**src/rtl/core/slc_pkg.sv**
```systemverilog
// ----------------------------------------------------------------------------
// slc_pkg
// Shared types and character codes for the source line counter.
// ----------------------------------------------------------------------------
package slc_pkg;

   // default sizes of the running totals and of the pending statement count
   localparam int unsigned COUNT_BITS_DEFAULT   = 32;
   localparam int unsigned PENDING_BITS_DEFAULT = 16;

   // width of each result field
   localparam int unsigned FIELD_BITS = 32;

   // character codes the scanner reacts to
   localparam logic [7:0] CHR_BACKSLASH = 8'h5C;
   localparam logic [7:0] CHR_NEWLINE   = 8'h0A;
   localparam logic [7:0] CHR_HASH      = 8'h23;
   localparam logic [7:0] CHR_SEMICOLON = 8'h3B;
   localparam logic [7:0] CHR_LBRACE    = 8'h7B;
   localparam logic [7:0] CHR_RBRACE    = 8'h7D;
   localparam logic [7:0] CHR_COLON     = 8'h3A;
   localparam logic [7:0] CHR_DQUOTE    = 8'h22;
   localparam logic [7:0] CHR_SQUOTE    = 8'h27;
   localparam logic [7:0] CHR_STAR      = 8'h2A;
   localparam logic [7:0] CHR_SLASH     = 8'h2F;
   localparam logic [7:0] CHR_SPACE     = 8'h20;
   localparam logic [7:0] CHR_TAB       = 8'h09;

   // one request: a source byte or the end-of-text mark
   typedef struct packed {
      logic [7:0] text_byte;
      logic       end_of_text;
   } req_type;

   // one result: the three totals
   typedef struct packed {
      logic [FIELD_BITS-1:0] physical_lines;
      logic [FIELD_BITS-1:0] logical_lines;
      logic [FIELD_BITS-1:0] comment_lines;
   } rsp_type;

endpackage

```
**src/rtl/core/source_line_counter_core.sv**
```systemverilog
// ----------------------------------------------------------------------------
// source_line_counter_core
// Scans C source text a byte per request and keeps physical, logical and
// comment line totals; an end-of-text request returns them and clears all.
// ----------------------------------------------------------------------------
//
//   channel   direction   handshake              payload
//   req       in          req_valid / req_stall  slc_pkg::req_type
//   rsp       out         rsp_valid / rsp_stall  slc_pkg::rsp_type
//
// A byte request updates the scanner state at its accept edge, and an
// end-of-text request loads the result register at its accept edge, so a
// result appears in the next cycle. Sustained rate is one request per cycle
// while no end-of-text request is stalled, set by the single state update.
// Reset (synchronous) clears the scanner state and the result valid.
// Byte requests are never stalled; an end-of-text request is stalled only
// while an earlier result still waits in the result register.
// ----------------------------------------------------------------------------
module source_line_counter_core #(
   parameter int unsigned COUNT_BITS   = slc_pkg::COUNT_BITS_DEFAULT,
   parameter int unsigned PENDING_BITS = slc_pkg::PENDING_BITS_DEFAULT
) (
   input  logic             clock,
   input  logic             reset,
   input  logic             req_valid,
   output logic             req_stall,
   input  slc_pkg::req_type req_data,
   output logic             rsp_valid,
   input  logic             rsp_stall,
   output slc_pkg::rsp_type rsp_data
);

   localparam int unsigned SUM_BITS =
      ((COUNT_BITS > PENDING_BITS) ? COUNT_BITS : PENDING_BITS) + 2;
   localparam int unsigned EXT_BITS =
      (COUNT_BITS > slc_pkg::FIELD_BITS) ? COUNT_BITS : slc_pkg::FIELD_BITS;
   localparam logic [COUNT_BITS-1:0]   COUNT_MAX   = {COUNT_BITS{1'b1}};
   localparam logic [PENDING_BITS-1:0] PENDING_MAX = {PENDING_BITS{1'b1}};

   // scanner state
   logic in_block_ff, in_block_in;
   logic in_line_ff, in_line_in;
   logic in_string_ff, in_string_in;
   logic in_char_ff, in_char_in;
   logic escape_ff, escape_in;
   logic preproc_ff, preproc_in;
   logic has_code_ff, has_code_in;
   logic after_brace_ff, after_brace_in;
   logic after_colon_ff, after_colon_in;
   logic [PENDING_BITS-1:0] pending_ff, pending_in;
   logic [7:0]              prev_byte_ff, prev_byte_in;
   logic [COUNT_BITS-1:0]   physical_ff, physical_in;
   logic [COUNT_BITS-1:0]   logical_ff, logical_in;
   logic [COUNT_BITS-1:0]   comment_ff, comment_in;

   // result register
   logic             rsp_valid_ff, rsp_valid_in;
   slc_pkg::rsp_type rsp_data_ff, rsp_data_in;

   logic             req_accept;
   logic             eot_accept;
   logic [7:0]       byte_val;
   logic [SUM_BITS-1:0] logical_sum;
   logic [EXT_BITS-1:0] physical_ext, logical_ext, comment_ext;

   // hold an end-of-text request while the previous result is not taken
   assign req_stall  = req_valid && req_data.end_of_text && rsp_valid_ff && rsp_stall;
   assign req_accept = req_valid && !req_stall;
   assign eot_accept = req_accept && req_data.end_of_text;
   assign byte_val   = req_data.text_byte;

   // logical total plus line flag plus pending count, saturated once
   assign logical_sum = SUM_BITS'(logical_ff)
                      + SUM_BITS'(preproc_ff || after_colon_ff)
                      + SUM_BITS'(pending_ff);

   // next scanner state for one byte
   always_comb begin
      in_block_in    = in_block_ff;
      in_line_in     = in_line_ff;
      in_string_in   = in_string_ff;
      in_char_in     = in_char_ff;
      escape_in      = escape_ff;
      preproc_in     = preproc_ff;
      has_code_in    = has_code_ff;
      after_brace_in = after_brace_ff;
      after_colon_in = after_colon_ff;
      pending_in     = pending_ff;
      prev_byte_in   = byte_val;
      physical_in    = physical_ff;
      logical_in     = logical_ff;
      comment_in     = comment_ff;

      if (escape_ff) begin
         escape_in = 1'b0;
      end else if (byte_val == slc_pkg::CHR_BACKSLASH) begin
         escape_in = 1'b1;
      end else if (in_block_ff) begin
         // count comment newlines and the closing star-slash
         if (byte_val == slc_pkg::CHR_NEWLINE ||
             (prev_byte_ff == slc_pkg::CHR_STAR && byte_val == slc_pkg::CHR_SLASH)) begin
            if (comment_ff != COUNT_MAX) comment_in = comment_ff + 1'b1;
         end
         if (prev_byte_ff == slc_pkg::CHR_STAR && byte_val == slc_pkg::CHR_SLASH) begin
            in_block_in = 1'b0;
         end
      end else if (in_line_ff) begin
         if (byte_val == slc_pkg::CHR_NEWLINE) begin
            if (comment_ff != COUNT_MAX) comment_in = comment_ff + 1'b1;
            in_line_in = 1'b0;
         end
      end else if (in_string_ff) begin
         if (byte_val == slc_pkg::CHR_DQUOTE) in_string_in = 1'b0;
      end else if (in_char_ff) begin
         if (byte_val == slc_pkg::CHR_SQUOTE) in_char_in = 1'b0;
      end else begin
         case (byte_val)
            slc_pkg::CHR_NEWLINE: begin
               // fold the line flags into the totals
               if (has_code_ff && physical_ff != COUNT_MAX) physical_in = physical_ff + 1'b1;
               if (logical_sum > SUM_BITS'(COUNT_MAX)) logical_in = COUNT_MAX;
               else logical_in = logical_sum[COUNT_BITS-1:0];
               preproc_in     = 1'b0;
               after_brace_in = 1'b0;
               after_colon_in = 1'b0;
               has_code_in    = 1'b0;
               pending_in     = '0;
            end
            slc_pkg::CHR_HASH: begin
               preproc_in = 1'b1;
            end
            slc_pkg::CHR_STAR: begin
               if (prev_byte_ff == slc_pkg::CHR_SLASH) in_block_in = 1'b1;
            end
            slc_pkg::CHR_SLASH: begin
               if (prev_byte_ff == slc_pkg::CHR_SLASH) in_line_in = 1'b1;
            end
            slc_pkg::CHR_DQUOTE: begin
               in_string_in = 1'b1;
               has_code_in  = 1'b1;
            end
            slc_pkg::CHR_SQUOTE: begin
               in_char_in  = 1'b1;
               has_code_in = 1'b1;
            end
            slc_pkg::CHR_SPACE, slc_pkg::CHR_TAB: begin
               has_code_in = has_code_ff;
            end
            slc_pkg::CHR_SEMICOLON: begin
               has_code_in = 1'b1;
               if (!after_brace_ff && pending_ff != PENDING_MAX) pending_in = pending_ff + 1'b1;
               after_brace_in = 1'b0;
               after_colon_in = 1'b0;
            end
            slc_pkg::CHR_COLON: begin
               has_code_in    = 1'b1;
               after_colon_in = 1'b1;
            end
            slc_pkg::CHR_LBRACE: begin
               if (pending_ff != PENDING_MAX) pending_in = pending_ff + 1'b1;
               has_code_in = 1'b1;
            end
            slc_pkg::CHR_RBRACE: begin
               after_brace_in = 1'b1;
               has_code_in    = 1'b1;
            end
            default: begin
               has_code_in = 1'b1;
            end
         endcase
      end
   end

   // pick the low field bits of each total
   assign physical_ext = EXT_BITS'(physical_ff);
   assign logical_ext  = EXT_BITS'(logical_ff);
   assign comment_ext  = EXT_BITS'(comment_ff);

   // load a result on end of text, drop it once taken
   always_comb begin
      rsp_valid_in = rsp_valid_ff && rsp_stall;
      rsp_data_in  = rsp_data_ff;
      if (eot_accept) begin
         rsp_valid_in               = 1'b1;
         rsp_data_in.physical_lines = physical_ext[slc_pkg::FIELD_BITS-1:0];
         rsp_data_in.logical_lines  = logical_ext[slc_pkg::FIELD_BITS-1:0];
         rsp_data_in.comment_lines  = comment_ext[slc_pkg::FIELD_BITS-1:0];
      end
   end

   // advance the scanner; clear it on reset or end of text
   always_ff @(posedge clock) begin
      if (reset || eot_accept) begin
         in_block_ff    <= 1'b0;
         in_line_ff     <= 1'b0;
         in_string_ff   <= 1'b0;
         in_char_ff     <= 1'b0;
         escape_ff      <= 1'b0;
         preproc_ff     <= 1'b0;
         has_code_ff    <= 1'b0;
         after_brace_ff <= 1'b0;
         after_colon_ff <= 1'b0;
         pending_ff     <= '0;
         prev_byte_ff   <= '0;
         physical_ff    <= '0;
         logical_ff     <= '0;
         comment_ff     <= '0;
      end else if (req_accept) begin
         in_block_ff    <= in_block_in;
         in_line_ff     <= in_line_in;
         in_string_ff   <= in_string_in;
         in_char_ff     <= in_char_in;
         escape_ff      <= escape_in;
         preproc_ff     <= preproc_in;
         has_code_ff    <= has_code_in;
         after_brace_ff <= after_brace_in;
         after_colon_ff <= after_colon_in;
         pending_ff     <= pending_in;
         prev_byte_ff   <= prev_byte_in;
         physical_ff    <= physical_in;
         logical_ff     <= logical_in;
         comment_ff     <= comment_in;
      end
   end

   // hold the result register
   always_ff @(posedge clock) begin
      if (reset) begin
         rsp_valid_ff <= 1'b0;
      end else begin
         rsp_valid_ff <= rsp_valid_in;
      end
      rsp_data_ff <= rsp_data_in;
   end

   assign rsp_valid = rsp_valid_ff;
   assign rsp_data  = rsp_data_ff;

endmodule
```
**config.mk**
```make
export PLATFORM = sky130hd
export DESIGN_NAME = source_line_counter_core
export DESIGN_NICKNAME = d
export VERILOG_FILES = /design/src/rtl/core/slc_pkg.sv /design/src/rtl/core/source_line_counter_core.sv
export SDC_FILE = /design/constraint.sdc
export NUM_CORES = 1
export LEC_CHECK = 0
export ABC_AREA = 1
export BUFFER_PORTS_ARGS = -buffer_cell sky130_fd_sc_hd__buf_2
export CORE_MARGIN = 8
export CORE_UTILIZATION = 50
export CTS_CLUSTER_DIAMETER = 150
export DETAILED_ROUTE_END_ITERATION = 10
export GPL_ROUTABILITY_DRIVEN = 1
export PLACE_DENSITY_LB_ADDON = 0.12
export SETUP_SLACK_MARGIN = 0.05
export SLEW_MARGIN = 20
export SYNTH_ARGS = -nofsm -noshare
export SYNTH_HDL_FRONTEND = slang
export SYNTH_SLANG_ARGS = --single-unit
```
**constraint.sdc**
```tcl
create_clock -name clock -period 8.1 [get_ports clock]
set_clock_uncertainty 0.05 [all_clocks]
set_input_delay 0.81 -clock clock [delete_from_list [all_inputs] [get_ports clock]]
set_output_delay 0.81 -clock clock [all_outputs]
set_load 0.03 [all_outputs]
```
# --- Word-level counts from Yosys, hierarchy flattened ---
# Cells that the tools add are included.
classes:
  bitwise_logic: 7
  eq_ne: 21
  n_mux: 35
  n_addsub: 5
  reduce_logical: 34
  n_lt_le_gt_ge: 1
ops:
  columns: ["operator", "count"]
  rows:
  - ["$mux 32", 6]
  - ["$eq 8x6->1 const B", 10]
  - ["$add 32x1->32 const B", 2]
  - ["$ne 32x32->1 const B", 2]
  - ["$pmux 16 s3", 1]
  - ["$reduce_and 8->1", 5]
  - ["$add 33x16->34", 1]
  - ["$gt 34x32->1 const B", 1]
  - ["$add 32x1->33", 1]
  - ["$mux 16", 2]
  - ["$eq 8x7->1 const B", 3]
  - ["$mux 1", 22]
  - ["$add 16x1->16 const B", 1]
  - ["$eq 8x4->1 const B", 2]
  - ["$ne 16x16->1 const B", 1]
  - ["$reduce_and 6->1", 2]
  - ["$reduce_and 10->1", 1]
  - ["$reduce_bool 2->1", 5]
  - ["$logic_and 1x1->1", 9]
  - ["$reduce_and 9->1", 1]
  - ["$pmux 1 s2", 4]
  - ["$not 1->1", 7]
  - ["$reduce_and 5->1", 1]
  - ["$reduce_or 5->1", 1]
  - ["other kinds (8)", 12]
word_totals:
  register_bits: 226
  input_bits: 13
  elab_cells: 121

# --- Logic depth before layout (Yosys ltp) ---
# Gate-level depths: netlist of run 1.
depth:
  ltp_word: 7
  ltp_mapped: 15
  mapped_depth_nobuf: 15

# --- Worst setup path after synthesis of run 1 ---
# Ideal clock, no wire load.
synth_path:
  kind: "input to register"
  start: "input rsp_stall"
  end: "register comment_ff[13], in the netlist comment_ext[13]"
  required_ns: 7.918
  setup_slack_ns: 1.784
  setup_time_ns: 0.132
  t_arrival_ns: 6.134
  path_stages: 8
  cell_sequence: "nand2_1 o21bai_4 nor2_1 nor2_2 inv_1 buf_2 clkbuf_1 a21oi_1"
synth_via:
  elab_chain_len: 5
  elab_cells_between_ends: 6
  cone_classes: "reduce/logical: 6"
synth_rtl:
  columns: ["element", "line", "text"]
  rows:
  - ["start: declaration", "source_line_counter_core.sv:29", "input logic rsp_stall,"]
  - ["$logic_and 1x1->1", "source_line_counter_core.sv:67", "assign req_stall = req_valid && req_data.end_of_text && rsp_valid_ff && rsp_stall;"]
  - ["$logic_not 1->1", "source_line_counter_core.sv:68", "assign req_accept = req_valid && !req_stall;"]
  - ["$logic_and 1x1->1", "source_line_counter_core.sv:68", null]
  - ["$logic_and 1x1->1", "source_line_counter_core.sv:69", "assign eot_accept = req_accept && req_data.end_of_text;"]
  - ["named net eot_accept", "source_line_counter_core.sv:61", "logic eot_accept;"]
  - ["$logic_or 1x1->1", "source_line_counter_core.sv:193", "if (reset || eot_accept) begin"]
  - ["end signal: assignment", "source_line_counter_core.sv:222", "comment_ff <= comment_in;"]
  - ["end: declaration", "source_line_counter_core.sv:54", "logic [COUNT_BITS-1:0] comment_ff, comment_in;"]
# The timed path passes the listed nets, and every way through them passes these cells.
# A chain may end at the register's enable or synchronous reset.

# --- Worst setup path in the final report of run 1 ---
layout_path:
  start: "input rsp_stall"
  end: "register comment_ff[7], in the netlist comment_ext[7]"
layout_via:
  elab_chain_len: 5
  elab_cells_between_ends: 6
  cone_classes: "reduce/logical: 6"
layout_rtl:
  columns: ["element", "line"]
  rows:
  - ["$logic_and 1x1->1 *", "source_line_counter_core.sv:67"]
  - ["$logic_not 1->1 *", "source_line_counter_core.sv:68"]
  - ["$logic_and 1x1->1 *", "source_line_counter_core.sv:68"]
  - ["parallel branches: the longest is 2 deep, another holds $reduce_and 6->1", null]
# Mark *: on every way between the ends.

==> impl_metrics.py, run 1 <==
metrics = {
    "critical_path": {
        "cp-end-kind": "flip-flop",
        "crit_type": "in2reg",
        "rrSetupSlack_ns": 5.15,
        "worstReg2RegStart": "comment_ext[0]$_SDFFE_PP0P_",
        "r2r-end": "comment_ext[7]$_SDFFE_PP0P_",
        "startpoint": "rsp_stall",
        "worstRegToRegCells": 9,
        "setup.worst_path.start_class": "input pin",
        "max_stage_delay_ns": 0.69,
        "crit_slowest_cell": "a21oi_4",
        "cp_cell_sequence": "buf_2 -> nand2_1 -> o21bai_4 -> nor2_2 -> inv_2 -> a21oi_4 -> nand2_2 -> nand2_1 -> a21oi_1",
        "cp.required_ns": 8.41,
        "worst_path_most_repeated_cell": "nand2_1",
        "arrival_ns": 3.36,
        "crit_fanout": 33,
    },
    "floorplanning": {
        "start_util_pct": 50.4,
        "ios": 111,
        "rows": 56,
        "coreArea_um2": 23300,
        "die_y_um": 169,
        "die_area_um2": 28600,
        "die_w_um": 169,
    },
    "worst_hold_path": {
        "hp-class": "reg2reg",
        "min_to": "rsp_data[36]$_DFFE_PP_",
        "holdPathStages": 0,
        "worstHoldStart": "logical_ext[4]$_SDFFE_PP0P_",
    },
    "timing": {
        "fmax_mhz": 328,
        "max_slew_margin_pct": 35.4,
        "rsz0062_at_grt": "false",
        "hold_viol": 0,
        "timing.final.crit_share_pct": 37.6,
        "worst_pin_slew_ns": 0.966,
        "finalSetupTns_ns": 0,
        "setup_viol": 0,
        "maxSlewViolCount": 0,
        "hold_ws_ns": 0.413,
        "period_needed_ns": 3.05,
    },
    "place": {
        "globalplace.congestion": 0.932,
        "placed_area_um2": 12500,
        "dp.cells": 1882,
        "hpwlAfterDp_um": 20600,
        "portBuffers": 110,
    },
    "final_layout": {
        "drive_gt1_share_pct": 14.9,
        "antennaDiodeCount": 0,
        "postLayoutCellArea_um2": 13300,
        "fillers": 2224,
        "area_growth_pct": 13.4,
        "final_nets": 1622,
        "layout.cells.non_filler": 1926,
    },
    "route": {
        "drc": 0,
        "drt_iter0_markers": 679,
        "drt-total-wl_um": 28700,
        "drtPass1Iterations": 5,
        "ant_nets": 0,
        "wl_per_cell_um": 14.9,
        "vias": 9959,
        "avgViaCountPerCell": 5.17,
    },
    "yosys": {
        "async_reset_ff_share_pct": 0,
        "syn-cell-area_um2": 11700,
        "synth.distinct_cells": 51,
        "synth_nets": 1516,
        "synth_edf_count": 96,
        "ys_seq_elements": 226,
        "synth_ff_type": "dfxtp_1",
        "synth_area_per_cell_um2": 7.91,
        "postSynthCellCount": 1483,
        "yosysWarnings": 0,
        "ys_seq_area_share_pct": 46.7,
    },
    "power_and_ir_drop": {
        "vdd_drop_max_mv": 0.135,
        "power.density_nw_per_um2": 183,
        "leakagePower_uw": 0.00505,
    },
    "clocking": {
        "htreeDepth": 1,
        "clock_latency_ns": 0.52,
        "post_cts_buffers": 0,
        "cts_sinks": 226,
        "tritoncts": "done",
        "cts_root_buf": "clkbuf_16",
        "path_clk_slew_ns": 0.06,
        "ctsResizeCount": 0,
        "cts-buffers-inserted": 24,
        "clock_path_buffers": 3,
        "postCtsHoldBufs": 0,
    },
    "job": {
        "drv_cap": 0,
    },
    "status": {
        "status": "finished, final reports clean",
    },
    "global_routing": {
        "grt_overflow": 0,
        "grt_max_degree": 74,
        "grt_pass1_vias": 9488,
        "antenna_found_initial": 0,
        "grt_first_pass_wirelength_um": 47200,
        "track_usage_pct": 19.8,
    },
}
==> state kept, by name, indices dropped and copies added (netlist names), 8 cells and up <==
signal,cells
prev_byte_ff,8
pending_ff,16
rsp_data,96
logical_ext,32
physical_ext,32
comment_ext,32
==> worst max-delay path: cells and delay by family <==
family          cells  cell delay (ns)
simple gates        4             1.40
buf+inv             2             0.23
compound gates      3             0.90
==> report_power, final <==
group          internal [uW]  switching, uW
clock                    648            449
combinational           25.1           98.1
sequential              1210           7.11
total                   1880            555
==> layout by cell type, fill, tap and decap left out, types with 29 or more instances in the layout <==
cell | synthesis | routed
nand2_1 | 409 | 409
nor2_1 | 159 | 158
inv_1 | 138 | 137
dfxtp_1 | 130 | 130
buf_2 | 14 | 110
nand3_1 | 105 | 105
a21oi_1 | 104 | 104
edfxtp_1 | 96 | 96
nor3_1 | 40 | 40
o21ai_0 | 36 | 36
xor2_1 | 30 | 30
nand4_1 | 29 | 29
==> logic make-up (layout without fill, tap and decap cells) <==
group / Yosys count / in the layout / share of synthesized area (%)
buf+inv: 180 / 304 / 6.50
fa+ha+maj: 20 / 20 / 2.26
xor+xnor: 52 / 52 / 3.88
simple gates: 830 / 830 / 31.9
compound gates: 175 / 175 / 8.67
flops: 226 / 226 / 46.7
==> synthesized netlist by cell type, types with 3 or more instances <==
library cell | n | area share, %
nor3_1 | 40 | 1.7
nand3b_1 | 26 | 1.7
a21oi_1 | 104 | 4.4
nor3b_1 | 3 | 0.19
nor4_1 | 4 | 0.21
a21oi_2 | 21 | 1.6
clkbuf_1 | 9 | 0.29
buf_2 | 14 | 0.60
edfxtp_1 | 96 | 25
xnor2_1 | 22 | 1.6
dfxtp_1 | 130 | 22
nor2_2 | 11 | 0.59
xor2_1 | 30 | 2.2
buf_4 | 6 | 0.38
ha_1 | 18 | 1.9
nand2_1 | 409 | 13
nor2_4 | 4 | 0.38
nor2_1 | 159 | 5.1
nand3_2 | 5 | 0.43
o21ai_0 | 36 | 1.5
inv_2 | 6 | 0.19
nand4_1 | 29 | 1.5
nand3_1 | 105 | 4.5
inv_1 | 138 | 4.4
nand2_2 | 23 | 1.2
==> area by class of cell <==
cell class	instances	area (um2)	area share, %
Tap cell	319	399	3.00
Timing Repair Buffer	114	581	4.36
Sequential cell	226	5490	41.2
Clock buffer	32	672	5.05
Clock inverter	12	124	0.931
Inverter	146	553	4.15
Multi-Input combinational cell	1077	5500	41.3
==> metal layers <==
layer	part of all wire [%]	GRT usage, %
met1	45	25.7
met2	46	33.7
met3	5.8	2.93
met4	2.4	6.04
met5	0	0
==> how the worst max path moves through the flow <==
stage | endpoint | slack [ns]
detailed placement | comment_ext[22]$_SDFFE_PP0P_ | 4.52
floorplan | comment_ext[13]$_SDFFE_PP0P_ | 1.78
CTS | comment_ext[22]$_SDFFE_PP0P_ | 5.08
global placement | comment_ext[27]$_SDFFE_PP0P_ | 4.63
finish | comment_ext[7]$_SDFFE_PP0P_ | 5.05
global route | comment_ext[30]$_SDFFE_PP0P_ | 4.77
==> through the flow <==
stage,setup slack [ns],power (uW),utilization [%]
after floorplan,1.78,1330,-
after global placement,4.63,1360,53.8
after detailed placement,4.52,1370,53.8
after CTS,5.08,2470,57.2
after global routing,4.77,2510,57.2
final,5.05,2440,57.2
No activity file was read; power rests on OpenSTA's default activity.
==> inputs of run 2 (changes only) <==
Clock period 8.1 ns to 2.45 ns, I/O delays scaled along.
==> run 2 against run 1 <==
Flip-flop and latch count unchanged; critical path depth increased by 6; register-to-register slack got worse by 4.9 ns; final cell count increased by 1.9%; core utilization increased by 1.9 points; sequential power increased to 3.3 times the previous value; wire length increased by 4.2%; non-clock buffer count increased by 36; critical path type is now reg2reg; critical endpoint is now logical_ext[11]$_SDFFE_PP0P_.
==> impl_metrics.py, run 2 (synthesis gave the netlist of run 1 again) <==
metrics = {
    "critical_path": {
        "arrival_ns": 2.61,
        "max_stage_delay_ns": 0.37,
        "critPathTopFamily": "simple AND/OR/NAND/NOR gates",
        "cp_cell_sequence": "nor2_1 -> fa_2 -> inv_2 -> fa_2 -> nand2_2 -> nand3_2 -> nand3_1 -> nand2_2 -> nand2_1 -> nand2_2 -> a21oi_2 -> buf_6 -> nand2_1 -> nand2_1 -> inv_1",
        "crit_type": "reg2reg",
        "setup.worst_path.start_class": "flip-flop",
        "cp.depth": 15,
        "crit_fanout": 6,
        "cp-end-kind": "flip-flop",
        "cp.required_ns": 2.82,
        "crit_slowest_cell": "fa_2",
        "worstRegToRegCells": 15,
        "path_buf_inv": 3,
    },
    "floorplanning": {
        "ios": 111,
        "coreArea_um2": 23300,
        "die_area_um2": 28600,
        "die_y_um": 169,
        "start_util_pct": 50.4,
        "rows": 56,
        "die_w_um": 169,
    },
    "timing": {
        "worst_pin_slew_ns": 0.583,
        "finalSetupTns_ns": 0,
        "fmax_mhz": 447,
        "timing.final.crit_share_pct": 91.3,
        "hold_viol": 0,
        "setup_viol": 0,
        "rsz0062_at_grt": "false",
        "max_slew_margin_pct": 60.8,
        "maxSlewViolCount": 0,
        "period_needed_ns": 2.24,
    },
    "global_routing": {
        "grt_max_degree": 97,
        "grt_first_pass_wirelength_um": 48500,
        "grt_pass1_vias": 9533,
        "antenna_found_initial": 0,
        "track_usage_pct": 20.4,
        "grt_overflow": 0,
    },
    "clocking": {
        "htreeDepth": 1,
        "cts-buffers-inserted": 24,
        "clock_latency_ns": 0.51,
        "cts_sinks": 226,
        "clock_path_buffers": 3,
        "path_clk_slew_ns": 0.06,
        "cts_root_buf": "clkbuf_16",
        "tritoncts": "done",
    },
    "power_and_ir_drop": {
        "leakagePower_uw": 0.00528,
        "power.density_nw_per_um2": 590,
        "vdd_drop_max_mv": 0.388,
    },
    "final_layout": {
        "postLayoutCellArea_um2": 13800,
        "fillers": 2135,
        "drive_gt1_share_pct": 17.8,
        "antennaDiodeCount": 0,
        "regArea_um2": 5490,
        "area_growth_pct": 17.3,
        "largest_reg_flops": 96,
        "multiInputGateArea_um2": 5590,
        "final_nets": 1659,
        "layout_commonest_cell": "nand2_1",
        "layout_common_cells": "402 x nand2_1, 158 x nor2_1, 135 x inv_1",
    },
    "route": {
        "drt-total-wl_um": 29900,
        "wl_per_cell_um": 15.2,
        "ant_nets": 0,
        "vias": 10100,
        "drtPass1Iterations": 6,
        "avgViaCountPerCell": 5.16,
        "drt_iter0_markers": 659,
        "drc": 0,
    },
    "place": {
        "portBuffers": 110,
        "placed_area_um2": 12800,
        "hpwlAfterDp_um": 21900,
        "globalplace.congestion": 0.922,
    },
    "job": {
        "drv_cap": 0,
    },
    "worst_hold_path": {
        "hp-class": "in2reg",
        "holdPathStages": 3,
    },
    "status": {
        "status": "finished, final reports clean",
    },
}
[run 2: path summary, 6_finish.rpt]
| kind | startpoint | end | slack (ns) |
|---|---|---|---|
| setup / recovery | after_colon_ff$_SDFFE_PP0P_ | logical_ext[11]$_SDFFE_PP0P_ | 0.21 |
| hold / removal | req_valid | rsp_valid$_SDFF_PP0_ | 0.007 |
| setup reg to reg | after_colon_ff$_SDFFE_PP0P_ | logical_ext[11]$_SDFFE_PP0P_ | 0.21 |
| hold reg to reg | logical_ext[0]$_SDFFE_PP0P_ | rsp_data[32]$_DFFE_PP_ | 0.39 |
[run 2: worst register-to-register path, cell delays in order (launching register included)]
cell and delay (ns):
dfxtp_1 0.30, nor2_1 0.15, fa_2 0.22, inv_2 0.05, fa_2 0.37, nand2_2 0.09, nand3_2 0.07, nand3_1 0.09
nand2_2 0.09, nand2_1 0.10, nand2_2 0.07, a21oi_2 0.17, buf_6 0.16, nand2_1 0.06, nand2_1 0.06, inv_1 0.03
[run 2: power by group]
group | leakage (uW) | total (uW) | internal [uW] | switching (uW)
Clock | 0.000389 | 3670 | 2210 | 1460
Combinational | 0.00297 | 432 | 99.0 | 333
Sequential | 0.00192 | 4020 | 3990 | 23.8
Total | 0.00528 | 8120 | 6300 | 1820
[run 2: cell type report]
| cell class | instances | share of cell area, % |
|---|---|---|
| Timing Repair Buffer | 150 | 6.71 |
| Multi-Input combinational cell | 1078 | 40.7 |
| Clock inverter | 12 | 1.00 |
| Clock buffer | 32 | 4.81 |
| Inverter | 146 | 4.02 |
| Tap cell | 319 | 2.90 |
| Sequential cell | 226 | 39.9 |
[run 2: layer usage]
layer	share of wire (%)	GRT usage (%)	wire (um)	vias to the layer above
li1	-	-	-	5197
met1	46	27.0	13800	4651
met2	47	35.2	14000	257
met3	5.7	2.86	1720	31
met4	1.4	4.00	429	0
met5	0	0	0	-
[run 2: through the flow]
stage                     instances  power [uW]  hold slack (ns)  util (%)  setup WS, ns
after floorplan                1483        4400            0.254         -        -0.464
after global placement         1908        4520            0.382      55.1         0.165
after detailed placement       1908        4530            0.405      55.1        0.0970
after CTS                      1959        8200          0.00317      58.8        0.0774
after global routing           1963        8400           0.0130      59.2        0.0415
final                          1963        8120          0.00708      59.2         0.212
[run 2: timing repair]
action | CTS | global route
hold endpoints to repair | 7 | 0
setup buffers | 0 | 2
hold buffers | 7 | 0
gates resized for setup | 0 | 16
endpoints found under the setup margin | 0 | 32
==> inputs of run 3 (changes only) <==
Clock period 2.45 ns to 2.1 ns, I/O delays scaled along.
==> run 3 against run 2 <==
The run now ends with negative setup slack left; sequential share of layout area is 2.6 points lower; largest power group unchanged; critical path depth fell by 1; via count up 4.4%.
==> impl_metrics.py, run 3 (synthesis gave the netlist of run 1 again) <==
metrics = {
    "timing": {
        "worst_pin_slew_ns": 0.610,
        "max_slew_margin_pct": 59.3,
        "fin_ws_ns": -0.0495,
        "setup_viol": 9,
        "finalSetupTns_ns": -0.150,
        "hold_ws_ns": 0.0254,
        "maxSlewViolCount": 0,
        "fmax_mhz": 465,
        "rsz0062_at_grt": "true",
        "period_needed_ns": 2.15,
        "hold_viol": 0,
        "timing.final.crit_share_pct": 102,
    },
    "final_layout": {
        "antennaDiodeCount": 0,
        "layout_commonest_cell": "nand2_1",
        "postLayoutCellArea_um2": 14700,
        "final_nets": 1742,
        "drive_gt1_share_pct": 24.8,
        "largest_reg_flops": 96,
        "post-route-util_pct": 63.3,
        "layout_common_cells": "390 x nand2_1, 150 x nor2_1, 132 x inv_1",
        "area_growth_pct": 25.5,
    },
    "global_routing": {
        "met3_usage_pct": 3.12,
        "use_met2_pct": 36.9,
        "grt_max_degree": 97,
        "busiest_layer": "met2",
        "antenna_found_initial": 0,
        "met1_usage_pct": 28.2,
        "grt_first_pass_wirelength_um": 51400,
        "grt_pass1_vias": 10300,
        "track_usage_pct": 21.7,
        "grt_overflow": 0,
    },
    "power_and_ir_drop": {
        "leakagePower_uw": 0.00581,
        "p_total_uw": 9100,
        "power.density_nw_per_um2": 618,
        "vdd_drop_max_mv": 0.557,
    },
    "job": {
        "drv_cap": 0,
    },
    "critical_path": {
        "setup.worst_path.start_class": "flip-flop",
        "crit_type": "reg2reg",
        "worstRegToRegCells": 14,
        "arrival_ns": 2.51,
        "cp-end-kind": "flip-flop",
        "cp.required_ns": 2.46,
        "crit_fanout": 6,
    },
    "clocking": {
        "clock_latency_ns": 0.51,
        "path_clk_slew_ns": 0.06,
        "cts_root_buf": "clkbuf_16",
        "clock_path_buffers": 3,
        "cts-buffers-inserted": 24,
        "cts_sinks": 226,
        "tritoncts": "done",
        "htreeDepth": 1,
    },
    "floorplanning": {
        "start_util_pct": 50.4,
        "die_w_um": 169,
        "coreArea_um2": 23300,
        "die_y_um": 169,
        "rows": 56,
        "die_area_um2": 28600,
        "ios": 111,
    },
    "route": {
        "avgViaCountPerCell": 5.17,
        "vias": 10600,
        "ant_nets": 0,
        "wl_per_cell_um": 15.5,
        "drt-total-wl_um": 31800,
        "drtPass1Iterations": 5,
        "drc": 0,
        "drt_iter0_markers": 688,
    },
    "status": {
        "status": "finished with violations",
        "violations": "negative setup slack",
    },
    "worst_hold_path": {
        "holdPathStages": 3,
        "hp-class": "in2reg",
    },
    "place": {
        "placed_area_um2": 13400,
        "globalplace.congestion": 0.900,
        "portBuffers": 110,
        "hpwlAfterDp_um": 23000,
    },
}
run 3: cell count changes in the layout (fill, tap and decap cells not counted), sizes merged:
cell         previous run  this run
buf                   143       222
bufinv                  3         0
clkbuf                 32        35
clkinv                  8        11
clkinvlp                1         0
dlygate4sd3             7         9
run 3: final timing paths:
check	start	to	slack, ns
worst max-delay path	after_colon_ff$_SDFFE_PP0P_	logical_ext[12]$_SDFFE_PP0P_	-0.05
worst min-delay path	req_data[3]	prev_byte_ff[2]$_SDFFE_PP0P_	0.03
worst max register to register	after_colon_ff$_SDFFE_PP0P_	logical_ext[12]$_SDFFE_PP0P_	-0.05
worst min register to register	after_brace_ff$_SDFFE_PP0P_	after_brace_ff$_SDFFE_PP0P_	0.42
run 3: per-stage QoR:
step	std cells	setup WS, ns
after floorplan	1483	-0.814
after global placement	1982	-0.103
after detailed placement	1982	-0.164
after CTS	2038	-0.0327
after global routing	2046	-0.145
final	2046	-0.0495
run 3: layout make-up:
cell class | instances | area, um2
clock inverters | 11 | 50.0
repair buffers | 233 | 1640
clock buffers | 33 | 666
inverters | 146 | 558
fillers | 2071 | 8530
multi-input cells | 1078 | 5920
flip-flops and latches | 226 | 5500
well taps | 319 | 399
run 3: worst max-delay path, stage by stage (launching register included):
cell	delay, ns
dfxtp_2	0.33
nor2_4	0.11
fa_2	0.20
inv_2	0.04
fa_2	0.34
nand2_2	0.09
nand3_2	0.08
nand3_2	0.08
nand2_2	0.08
nand2_2	0.09
nand2_4	0.06
a21oi_4	0.16
buf_6	0.18
a21o_1	0.13
inv_1	0.03
run 3: routing by layer:
| metal | routed length, um | up-vias |
|---|---|---|
| met5 | 0 | - |
| li1 | - | 5362 |
| met4 | 878 | 0 |
| met1 | 14200 | 4907 |
| met3 | 1730 | 60 |
| met2 | 15000 | 253 |
run 3: report_power, final:
group | total (uW) | internal (uW) | switching [uW]
clock | 3890 | 2200 | 1680
combinational | 530 | 135 | 395
sequential | 4690 | 4660 | 28.7
run 3: timing repair:
item | in CTS | in global routing
hold endpoints to repair | 8 | 0
pin swaps | 10 | 29
hold buffers | 9 | 0
gates cloned | 2 | 2
buffers inserted | 1 | 6
setup endpoints to repair | 46 | 99
gates resized for setup | 36 | 65
